===== src/rtl/ttd_pkg.sv =====
// Shared types and constants for the tune event to tone decoder.
// Used by ttd_div and tune_event_to_tone_decoder; no dependencies.

package ttd_pkg;

  localparam int DVD_W = 26;
  localparam int DVS_W = 17;
  localparam int CNT_W = $clog2(DVD_W);

  localparam logic [7:0]       EXT_MARK  = 8'd255;
  localparam logic [7:0]       CNT_MAX   = 8'd255;
  localparam logic [15:0]      EXT_UNITS = 16'd254;
  localparam logic [3:0]       VOL_MAX   = 4'd11;
  localparam logic [3:0]       VOL_RESET = 4'd5;

  localparam logic [DVD_W-1:0] HZ_NUM    = DVD_W'(10000000);
  localparam logic [DVD_W-1:0] RLD_NUM   = DVD_W'(4800000);
  localparam logic [DVS_W-1:0] CODE_MUL  = DVS_W'(247);
  localparam logic [DVS_W-1:0] CODE_OFS  = DVS_W'(4000);
  localparam logic [DVD_W-1:0] MS_MUL    = DVD_W'(1000);

  localparam logic [9:0]       CMP_SAT   = 10'h3ff;
  localparam logic [15:0]      DUR_SAT   = 16'hffff;

  localparam logic [2:0]       ADDR_VOL  = 3'd0;

endpackage


===== src/rtl/tune_event_to_tone_decoder.sv =====
// Top level: event decode, sequencer over the shared divider, APB register.
// Depends on ttd_pkg and ttd_div.
//
//   channel   dir   handshake                 payload
//   s_axis    in    s_tvalid / s_tready       s_tdata: time_byte, note_code
//   m_axis    out   m_tvalid / m_tready       m_tdata: tone fields; m_tuser: is_rest
//   apb       in    psel/penable/pwrite       volume_level: read at address 0, written at 0-3
//
// An extension event is taken in the idle state alone; a rest goes straight to
// the output state and waits there for the output register. A tone runs four
// serial 26-bit divisions on the one shared divider, each with a start and a
// wait-for-done state, then the output state loads the output register.
// s_tready is high only while the sequencer is idle; a result holds in the
// output register until m_tready while the next item is taken in.
// Reset clears the count, the volume to 5.

module tune_event_to_tone_decoder #(
  parameter int FULL_RELOAD = 1999
) (
  input  logic        clk,
  input  logic        rst,
  input  logic        s_tvalid,
  output logic        s_tready,
  input  logic [15:0] s_tdata,   // [7:0] time_byte, [15:8] note_code
  output logic        m_tvalid,
  input  logic        m_tready,
  output logic [55:0] m_tdata,   // [11:0] tone_hz, [26:12] period_reload,
                                 // [36:27] duty_compare, [52:37] duration_ms
  output logic        m_tuser,   // [0] is_rest
  input  logic        psel,
  input  logic        penable,
  input  logic        pwrite,
  input  logic [2:0]  paddr,
  input  logic [31:0] pwdata,
  output logic [31:0] prdata,
  output logic        pready
);
  import ttd_pkg::*;

  typedef enum logic [3:0] {
    S_IDLE, S_HZ, S_HZ_W, S_RLD, S_RLD_W, S_CMP, S_CMP_W, S_DUR, S_DUR_W, S_OUT
  } state_t;

  state_t           state;
  logic [3:0]       volume_level;
  logic [7:0]       extension_count;
  logic [7:0]       code;
  logic [15:0]      units;
  logic [15:0]      units_next;
  logic             is_rest;
  logic [11:0]      tone_hz;
  logic [14:0]      period_reload;
  logic [9:0]       duty_compare;
  logic [15:0]      duration_ms;
  logic [3:0]       vol;
  logic             div_start;
  logic             div_done;
  logic [DVD_W-1:0] div_dvd;
  logic [DVS_W-1:0] div_dvs;
  logic [DVD_W-1:0] div_quo;
  logic             in_acc;
  logic             out_load;
  logic [7:0]       time_byte;
  logic [7:0]       note_code;

  assign time_byte  = s_tdata[7:0];
  assign note_code  = s_tdata[15:8];
  assign s_tready   = (state == S_IDLE);
  assign in_acc     = s_tvalid && s_tready;
  assign out_load   = (state == S_OUT) && (!m_tvalid || m_tready);
  assign units_next = 16'(extension_count) * EXT_UNITS + 16'(time_byte);
  assign vol        = (volume_level > VOL_MAX) ? VOL_MAX : volume_level;

  assign pready = 1'b1;
  assign prdata = (paddr == ADDR_VOL) ? {28'd0, volume_level} : 32'd0;

  always_ff @(posedge clk) begin
    if (rst) begin
      volume_level <= VOL_RESET;
    end else if (psel && penable && pwrite && pready && !paddr[2]) begin
      volume_level <= pwdata[3:0];
    end
  end

  always_comb begin
    div_start = 1'b0;
    div_dvd   = '0;
    div_dvs   = '0;
    case (state)
      S_HZ: begin
        div_start = 1'b1;
        div_dvd   = HZ_NUM;
        div_dvs   = DVS_W'(code) * CODE_MUL + CODE_OFS;
      end
      S_RLD: begin
        div_start = 1'b1;
        div_dvd   = RLD_NUM;
        div_dvs   = DVS_W'(tone_hz);
      end
      S_CMP: begin
        div_start = 1'b1;
        div_dvd   = DVD_W'({DVD_W'(vol) * DVD_W'(period_reload), 1'b0});
        div_dvs   = DVS_W'(FULL_RELOAD);
      end
      S_DUR: begin
        div_start = 1'b1;
        div_dvd   = DVD_W'(units) * MS_MUL;
        div_dvs   = DVS_W'(tone_hz);
      end
      default: begin
        div_start = 1'b0;
      end
    endcase
  end

  ttd_div u_div (
    .clk      (clk),
    .rst      (rst),
    .start    (div_start),
    .dividend (div_dvd),
    .divisor  (div_dvs),
    .done     (div_done),
    .quotient (div_quo)
  );

  always_ff @(posedge clk) begin
    if (rst) begin
      state           <= S_IDLE;
      extension_count <= '0;
      m_tvalid        <= 1'b0;
    end else begin
      if (out_load) begin
        m_tvalid <= 1'b1;
      end else if (m_tready) begin
        m_tvalid <= 1'b0;
      end
      case (state)
        S_IDLE: begin
          if (in_acc) begin
            if (time_byte == EXT_MARK) begin
              if (extension_count != CNT_MAX) begin
                extension_count <= extension_count + 1'b1;
              end
            end else begin
              extension_count <= '0;
              units           <= units_next;
              code            <= note_code;
              if (note_code == 8'd0) begin
                is_rest       <= 1'b1;
                tone_hz       <= '0;
                period_reload <= '0;
                duty_compare  <= '0;
                duration_ms   <= units_next;
                state         <= S_OUT;
              end else begin
                is_rest <= 1'b0;
                state   <= S_HZ;
              end
            end
          end
        end
        S_HZ:  state <= S_HZ_W;
        S_HZ_W: begin
          if (div_done) begin
            tone_hz <= div_quo[11:0];
            state   <= S_RLD;
          end
        end
        S_RLD: state <= S_RLD_W;
        S_RLD_W: begin
          if (div_done) begin
            period_reload <= div_quo[14:0];
            state         <= S_CMP;
          end
        end
        S_CMP: state <= S_CMP_W;
        S_CMP_W: begin
          if (div_done) begin
            duty_compare <= (|div_quo[DVD_W-1:10]) ? CMP_SAT : div_quo[9:0];
            state        <= S_DUR;
          end
        end
        S_DUR: state <= S_DUR_W;
        S_DUR_W: begin
          if (div_done) begin
            duration_ms <= (|div_quo[DVD_W-1:16]) ? DUR_SAT : div_quo[15:0];
            state       <= S_OUT;
          end
        end
        S_OUT: begin
          if (out_load) begin
            m_tdata <= {3'd0, duration_ms, duty_compare, period_reload, tone_hz};
            m_tuser <= is_rest;
            state   <= S_IDLE;
          end
        end
        default: state <= S_IDLE;
      endcase
    end
  end

endmodule


===== src/rtl/ttd_div.sv =====
// Shared restoring divider: one quotient bit per cycle, DVD_W quotient bits in all.
// Depends on ttd_pkg for operand widths.

module ttd_div (
  input  logic                       clk,
  input  logic                       rst,
  input  logic                       start,
  input  logic [ttd_pkg::DVD_W-1:0]  dividend,
  input  logic [ttd_pkg::DVS_W-1:0]  divisor,
  output logic                       done,
  output logic [ttd_pkg::DVD_W-1:0]  quotient
);
  import ttd_pkg::*;

  logic             busy;
  logic [CNT_W-1:0] cnt;
  logic [DVD_W-1:0] dvd;
  logic [DVS_W-1:0] dvs;
  logic [DVS_W-1:0] rem;
  logic [DVD_W-1:0] quo;
  logic [DVS_W:0]   trial;
  logic [DVS_W:0]   diff;
  logic             ge;

  always_comb begin
    trial = {rem, dvd[DVD_W-1]};
    diff  = trial - {1'b0, dvs};
    ge    = trial >= {1'b0, dvs};
  end

  always_ff @(posedge clk) begin
    if (rst) begin
      busy <= 1'b0;
      done <= 1'b0;
      cnt  <= '0;
    end else begin
      done <= 1'b0;
      if (start) begin
        busy <= 1'b1;
        cnt  <= '0;
        dvd  <= dividend;
        dvs  <= divisor;
        rem  <= '0;
        quo  <= '0;
      end else if (busy) begin
        rem <= ge ? diff[DVS_W-1:0] : trial[DVS_W-1:0];
        dvd <= {dvd[DVD_W-2:0], 1'b0};
        quo <= {quo[DVD_W-2:0], ge};
        cnt <= cnt + 1'b1;
        if (cnt == CNT_W'(DVD_W - 1)) begin
          busy <= 1'b0;
          done <= 1'b1;
        end
      end
    end
  end

  assign quotient = quo;

endmodule


===== config.mk =====
export PLATFORM = sky130hd
export DESIGN_NAME = tune_event_to_tone_decoder
export DESIGN_NICKNAME = d
export VERILOG_FILES = /design/src/rtl/ttd_pkg.sv /design/src/rtl/tune_event_to_tone_decoder.sv /design/src/rtl/ttd_div.sv
export SDC_FILE = /design/constraint.sdc
export NUM_CORES = 1
export LEC_CHECK = 0
export BUFFER_PORTS_ARGS = -buffer_cell sky130_fd_sc_hd__buf_2
export CAP_MARGIN = 0
export CORE_ASPECT_RATIO = 0.5
export CORE_MARGIN = 3
export CORE_UTILIZATION = 45
export DETAILED_ROUTE_END_ITERATION = 6
export PLACE_DENSITY = 0.63
export SYNTH_ARGS = -nofsm -noshare
export SYNTH_HDL_FRONTEND = slang
export SYNTH_SLANG_ARGS = --single-unit

===== constraint.sdc =====
create_clock -name clk -period 4.9 [get_ports clk]
set_input_delay 0.245 -clock clk [delete_from_list [all_inputs] [get_ports clk]]
set_output_delay 0.245 -clock clk [all_outputs]
set_load 0.02 [all_outputs]

## After elaboration in Yosys (flattened, before gate mapping)

Index checks and enable logic that the tools add are counted.

| storage, ports and cells | value |
|---|---|
| flip-flop bits (word level) | 242 |
| input bits | 58 |
| output and inout bits | 92 |
| word-level logic and storage cells | 138 |

| cells by class | value |
|---|---|
| eq/ne operators | 21 |
| add/subtract/negate cells | 5 |
| magnitude comparators | 2 |
| muxes and demuxes | 50 |
| bitwise gates (word level) | 3 |
| reduce and logical (&&, ||, !) cells | 33 |
| $mul | 4 |

Operators by type and width:

| cell | count |
|---|---|
| 26-bit one-hot mux with 4 select lines | 1 |
| 16-bit 2-to-1 mux | 5 |
| 26-bit 2-to-1 mux | 3 |
| 15-bit 2-to-1 mux | 4 |
| 17-bit one-hot mux with 3 select lines | 1 |
| 10-bit 2-to-1 mux | 5 |
| 12-bit 2-to-1 mux | 4 |
| 4-bit 2-to-1 mux | 10 |
| 4-bit one-hot mux with 10 select lines | 1 |
| 17-bit 2-to-1 mux | 2 |
| 16-bit one-hot mux with 2 select lines | 1 |
| 15-bit one-hot mux with 2 select lines | 1 |
| 12-bit one-hot mux with 2 select lines | 1 |
| 6-bit AND reduction | 4 |
| 16-bit by 7-bit multiplier with 23-bit output, second input constant | 1 |
| 10-bit one-hot mux with 2 select lines | 1 |
| 4-bit by 15-bit multiplier with 19-bit output | 1 |
| 18-bit by 17-bit >= comparator with 1-bit output | 1 |
| 16-bit by 12-bit adder with 17-bit output, second input constant | 1 |
| 17-bit subtractor | 1 |
| 16-bit by 8-bit adder with 16-bit output | 1 |
| 4-bit by 3-bit == test with 1-bit output, second input constant | 4 |
| 8-bit by 8-bit multiplier with 16-bit output, second input constant | 1 |
| 8-bit 2-to-1 mux | 2 |
| 30 further kinds | 61 |

## Longest topological paths before layout

| logic depth | value |
|---|---|
| depth after elaboration | 6 |
| mapped depth | 21 |
| gate-level depth less buffers | 20 |

## Modules after synthesis

Synthesis repeated with hierarchy kept, for this count alone.

| second synthesis, totals | value |
|---|---|
| cell total of the unflattened synthesis | 1769 |
| area total of the unflattened synthesis | 18749.2 um2 |

By module, submodules not included:

| module | area each (um2) | times used | cells an instance | sequential area each (um2) |
|---|---|---|---|---|
| tune_event_to_tone_decoder | 14189.9 | 1 | 1400 | 4304.1 |
| ttd_div | 4559.4 | 1 | 369 | 2722.6 |

## Least setup slack after synthesis

No wires, ideal clock.

| timing | value |
|---|---|
| kind | reg2reg |
| from | register state[3] |
| to | register m_tdata[0] (enable) |
| period minus slack after synthesis | 5387 ps |
| required time | 4356 ps |
| buffers on the path | 1 |
| setup time | 544 ps |
| path slack | -487 ps |
| cell stages (with the launch flop) | 4 |
| arrival | 4843 ps |
| path through | dfxtp_1 -> clkbuf_1 -> nand3_1 -> nor3b_1 |

| between the ends | value |
|---|---|
| longest elaborated chain between the ends | 3 |

Ends and longest elaborated chain:

| what | RTL line | RTL |
|---|---|---|
| from (decl) | tune_event_to_tone_decoder.sv:44 | `state_t state;` |
| from (signal assigned) | tune_event_to_tone_decoder.sv:128 | `state <= S_IDLE;` |
| from (signal assigned) | tune_event_to_tone_decoder.sv:154 | `state <= S_OUT;` |
| from (signal assigned) | tune_event_to_tone_decoder.sv:157 | `state <= S_HZ;` |
| 4-bit == test (*) | tune_event_to_tone_decoder.sv:70, tune_event_to_tone_decoder.sv:137 |  |
| 1-bit logical AND | tune_event_to_tone_decoder.sv:70 | `assign out_load = (state == S_OUT) && (!m_tvalid \|\| m_tready);` |
| 3-bit AND reduction (no line) (*) | -- |  |
| to (signal assigned) | tune_event_to_tone_decoder.sv:192 | `m_tdata <= {3'd0, duration_ms, duty_compare, period_reload, tone_hz};` |
| to (decl) | tune_event_to_tone_decoder.sv:27 | `output logic [55:0] m_tdata,` |

Every way passes the cells marked *; elsewhere a longest branch is shown, timed or not.
A chain may end at the register's enable or synchronous reset.

## Worst setup path in the final report

| timing | value |
|---|---|
| from | register extension_count[4] |
| to | register duration_ms[14], data pin |

| between the ends | value |
|---|---|
| longest elaborated chain between the ends | 6 |

Ends and longest elaborated chain:

| what | RTL line | RTL |
|---|---|---|
| from (decl) | tune_event_to_tone_decoder.sv:46 | `logic [7:0] extension_count;` |
| from (signal assigned) | tune_event_to_tone_decoder.sv:142 | `extension_count <= extension_count + 1'b1;` |
| 8-bit by 7-bit multiplier with 15-bit output | tune_event_to_tone_decoder.sv:71 | `assign units_next = 16'(extension_count) * EXT_UNITS + 16'(time_byte);` |
| 16-bit by 8-bit adder with 16-bit output | tune_event_to_tone_decoder.sv:71 |  |
| net units_next[14] | tune_event_to_tone_decoder.sv:49 | `logic [15:0] units_next;` |
| 16-bit 2-to-1 mux | tune_event_to_tone_decoder.sv:148 | `if (note_code == 8'd0) begin` |
| 16-bit 2-to-1 mux | tune_event_to_tone_decoder.sv:140 | `if (time_byte == EXT_MARK) begin` |
| 16-bit 2-to-1 mux | tune_event_to_tone_decoder.sv:139 | `if (in_acc) begin` |
| 16-bit one-hot mux with 2 select lines | tune_event_to_tone_decoder.sv:137 | `case (state)` |
| to (signal assigned) | tune_event_to_tone_decoder.sv:153 | `duration_ms <= units_next;` |
| to (signal assigned) | tune_event_to_tone_decoder.sv:186 | `duration_ms <= (\|div_quo[DVD_W-1:16]) ? DUR_SAT : div_quo[15:0];` |
| to (decl) | tune_event_to_tone_decoder.sv:54 | `logic [15:0] duration_ms;` |

The timed path passes the listed nets, and every way through them passes these cells. The select of a mux whose other input is x is not followed.

==> impl_summary.txt <==
----------------------------------------------------
[Layout]
  Filler Cell Count ... 3568
  Area taken by flip-flops and latches ... 7010 µm²
  Layout Cell Area excl Fill ... 21100 µm²
  Fin nets ... 2297
  Synth-to-Final Area Change ... 13.6%
  Share of final-layout standard cells stronger than drive strength 1 ... 13.9%
  Finished Layout Cells ... 2472
  Combined area of the multi-input logic cells ... 10500 µm²
  Diodes inserted ... 0

[Clocking]
  CTS Root Buffer Type ... clkbuf_16
  CTS H-tree depth ... 1
  Clock tree from TritonCTS ... built
  Bufs on Longest Clock Path ... 3
  Clk sink count ... 241
  CTS clock-pin slew for the worst setup and hold paths ... 0.06 ns
  Number of CTS-inserted buffers ... 24
  Insertion delay to the later sink of the worst-skew pair ... 0.55 ns

[Synthesis]
  Number of library cell types mapped by synthesis ... 76
  Syn_area_per_cell ... 10.5 µm²
  Proportion of register bits with asynchronous set or reset after synthesis ... 0%
  Yosys warns ... 0
  Seq/Total Area, Yosys ... 37.6%
  Mapped cell area ... 18600 µm²
  Flip-flop and latch count after synthesis ... 241
  Number of enable flip-flop cells after synthesis ... 217
  Cells after synthesis ... 1763
  Ys flop type ... edfxtp_1

[Setup path]
  Launch point of the worst reg-to-reg path ... extension_count[4]
  Kind of start point of the critical path ... register
  Arr. time, crit path ... 5.11 ns
  Element type at the critical path end ... register
  Worst-case register-to-register setup slack ... 0.08 ns
  Critical path required time ... 5.19 ns
  Crit path from ... extension_count[4]
  CP Max Fanout ... 6
  Path depth of the worst reg2reg path ... 15
  Category of the critical setup timing path ... reg -> reg

[Drt]
  DRC violation count after routing ... 0
  Routed len/inst ... 17.1 µm
  Initial detailed-routing violation count ... 949
  Remaining antenna violation count ... 0
  Detailed-routing iteration count for the pre-antenna-repair pass ... 5
  Final WL ... 42.4 mm
  Via/cell ratio ... 5.29
  Via Count ... 13100

[Place]
  Post-DP Area ... 20000 µm²
  DP HPWL ... 32.5 mm
  Last weighted congestion value of the routability-driven placer ... 0.849
  Post-Place Cells ... 2410
  Pre-CTS setup slack ... -0.0856 ns
  IO Port Bufs ... 89

[STA]
  Final-report max-slew violation count ... 0
  Final Setup Violations ... 0
  F_max ... 208 MHz
  Final Hold Fails ... 0
  Worst relative slew slack ... 16.6%
  Actual transition at the worst max-transition pin ... 1.25 ns
  Min Tclk post-route ... 4.82 ns
  Maximum clock skew at final layout ... 0.0231 ns
  Final Cycle Share ... 98.3%
  RSZ-0062 raised after global routing ... yes
  PnR worst setup slack ... 0.0843 ns

[Hold path]
  Class of the worst hold path ... in -> reg
  Number of cells traversed by the worst hold path ... 3
  Worst Min Path Start ... m_tready

[Pwr]
  Post-route total power ... 15.1 mW
  Power per Cell Area ... 713 nW/µm²
  Leakage component of the power ... 9.41 nW
  Maximum vdd drop ... 0.651 mV

[Floorplanning]
  Number of rows created at floorplan ... 51
  Area of the die ... 43900 µm²
  DIE HEIGHT ... 150 µm
  Initial core utilization ... 46.7%
  Num ports ... 150
  Area of the core ... 39800 µm²
  Die X-Extent ... 293 µm

[Global route]
  Global route overflow ... 0
  Overall global routing resource usage ... 19.1%
  First-pass GRT wire length ... 66.6 mm
  Initial antenna violation count ... 0
  Via count of the first global-routing pass ... 12400
  Pin count of the biggest net entering global routing ... 69

[Outcome]
  Outcome ... finished clean

[Job]
  Max Cap Viol ... 0

----------------------------------------------------
## cell usage in the layout (no fill, tap or decap), types with 73 or more instances in the layout
cell type | Yosys | layout
and2_1 | 81 | 81
a21oi_1 | 76 | 73
buf_2 | 2 | 89
buf_4 | 32 | 81
nand2_1 | 90 | 90
ha_1 | 182 | 178
inv_1 | 262 | 250
edfxtp_1 | 217 | 217
fa_1 | 132 | 132
nor2_1 | 119 | 118
## path summary, 6_finish.rpt
check | endpoint
worst min register to register | m_tdata[27]
worst min-delay path | m_tvalid
worst max-delay path | duration_ms[14]
worst max register to register | duration_ms[14]
## worst max-delay path, stage by stage (launching register included)
cell and delay (ns):
dfxtp_4 0.36, fa_1 0.53, inv_1 0.07, fa_1 0.56
fa_1 0.44, fa_1 0.51, inv_1 0.06, ha_4 0.25
or2_2 0.32, o31ai_1 0.08, or4_4 0.17, o311a_2 0.17
or3b_4 0.41, nor4b_4 0.32, xor2_2 0.11, o21a_1 0.19
## state kept, by name (all words and copies together) (netlist names), 4 cells and up
name and count:
code 8, duration_ms 16, duty_compare 10, extension_count 8, m_tdata 53, period_reload 15
state 4, tone_hz 12, u_div.cnt 5, u_div.dvd 25, u_div.dvs 17, u_div.quotient 26
u_div.rem 17, units 16, volume_level 4
## kinds of logic after synthesis
kind of cell / Yosys count / synth area share (%)
buffers and inverters: 341 / 7.55
other: 2 / 0.0404
adders and majority gates: 314 / 26.5
and+or+nand+nor: 478 / 13.2
AOI/OAI and AO/OA: 297 / 10.7
muxes: 13 / 0.707
DFF: 241 / 37.6
xor gates and xnor gates: 77 / 3.67
## synthesized netlist by cell type (all sizes together) (23+ instances only)
master,number,share of area [%]
and2,81,2.7
nand2,90,1.8
nor2,119,2.4
o21a,23,0.94
clkbuf,43,0.87
a21oi,76,2.0
buf,36,1.4
and3,25,0.84
a21o,30,1.2
nand3,38,1.0
inv,262,5.3
edfxtp,217,35
ha,182,12
nor3,32,0.86
fa,132,14
o21ai,61,1.6
xnor2,54,2.5
xor2,23,1.1
dfxtp,24,2.6
## area by class of cell
| type | count | share of cell area [%] |
|---|---|---|
| repair buffers | 185 | 5.75 |
| flip-flops and latches | 241 | 33.2 |
| clock buffers | 31 | 3.02 |
| clock inverters | 12 | 0.569 |
| inverters | 262 | 4.67 |
| multi-input cells | 1211 | 49.7 |
| well taps | 530 | 3.14 |
## report_power, final
group	leakage (nW)	internal (mW)	switching [mW]
combinational	6.85	4.46	5.69
clock	0.355	0.986	0.826
sequential	2.21	2.78	0.316
## through the flow
step | util [%] | hold slack [ns] | TNS (ns)
2_1_floorplan | - | 0.344 | 0
3_3_place_gp | 50.3 | 0.401 | -0.0538
3_5_place_dp | 50.3 | 0.405 | -0.262
4_1_cts | 52.7 | 0.0710 | 0
5_1_grt | 53.0 | 0.0995 | -0.434
6_report | 53.0 | 0.0889 | 0
## repair_timing
action,in CTS,in global routing
gates resized for setup,6,30
cloned,0,0
setup endpoints to repair,8,18
pin swaps,3,15
hold buffers,13,0
setup buffers,0,6
hold endpoints to repair,13,0
## per-layer routing
| layer | routed length (µm) | track usage, % |
|---|---|---|
| met5 | 0 | 0 |
| met4 | 1220 | 5.65 |
| met1 | 19500 | 27.1 |
| met3 | 2100 | 2.64 |
| met2 | 19500 | 30.8 |
(Power assumes the default switching activity.)
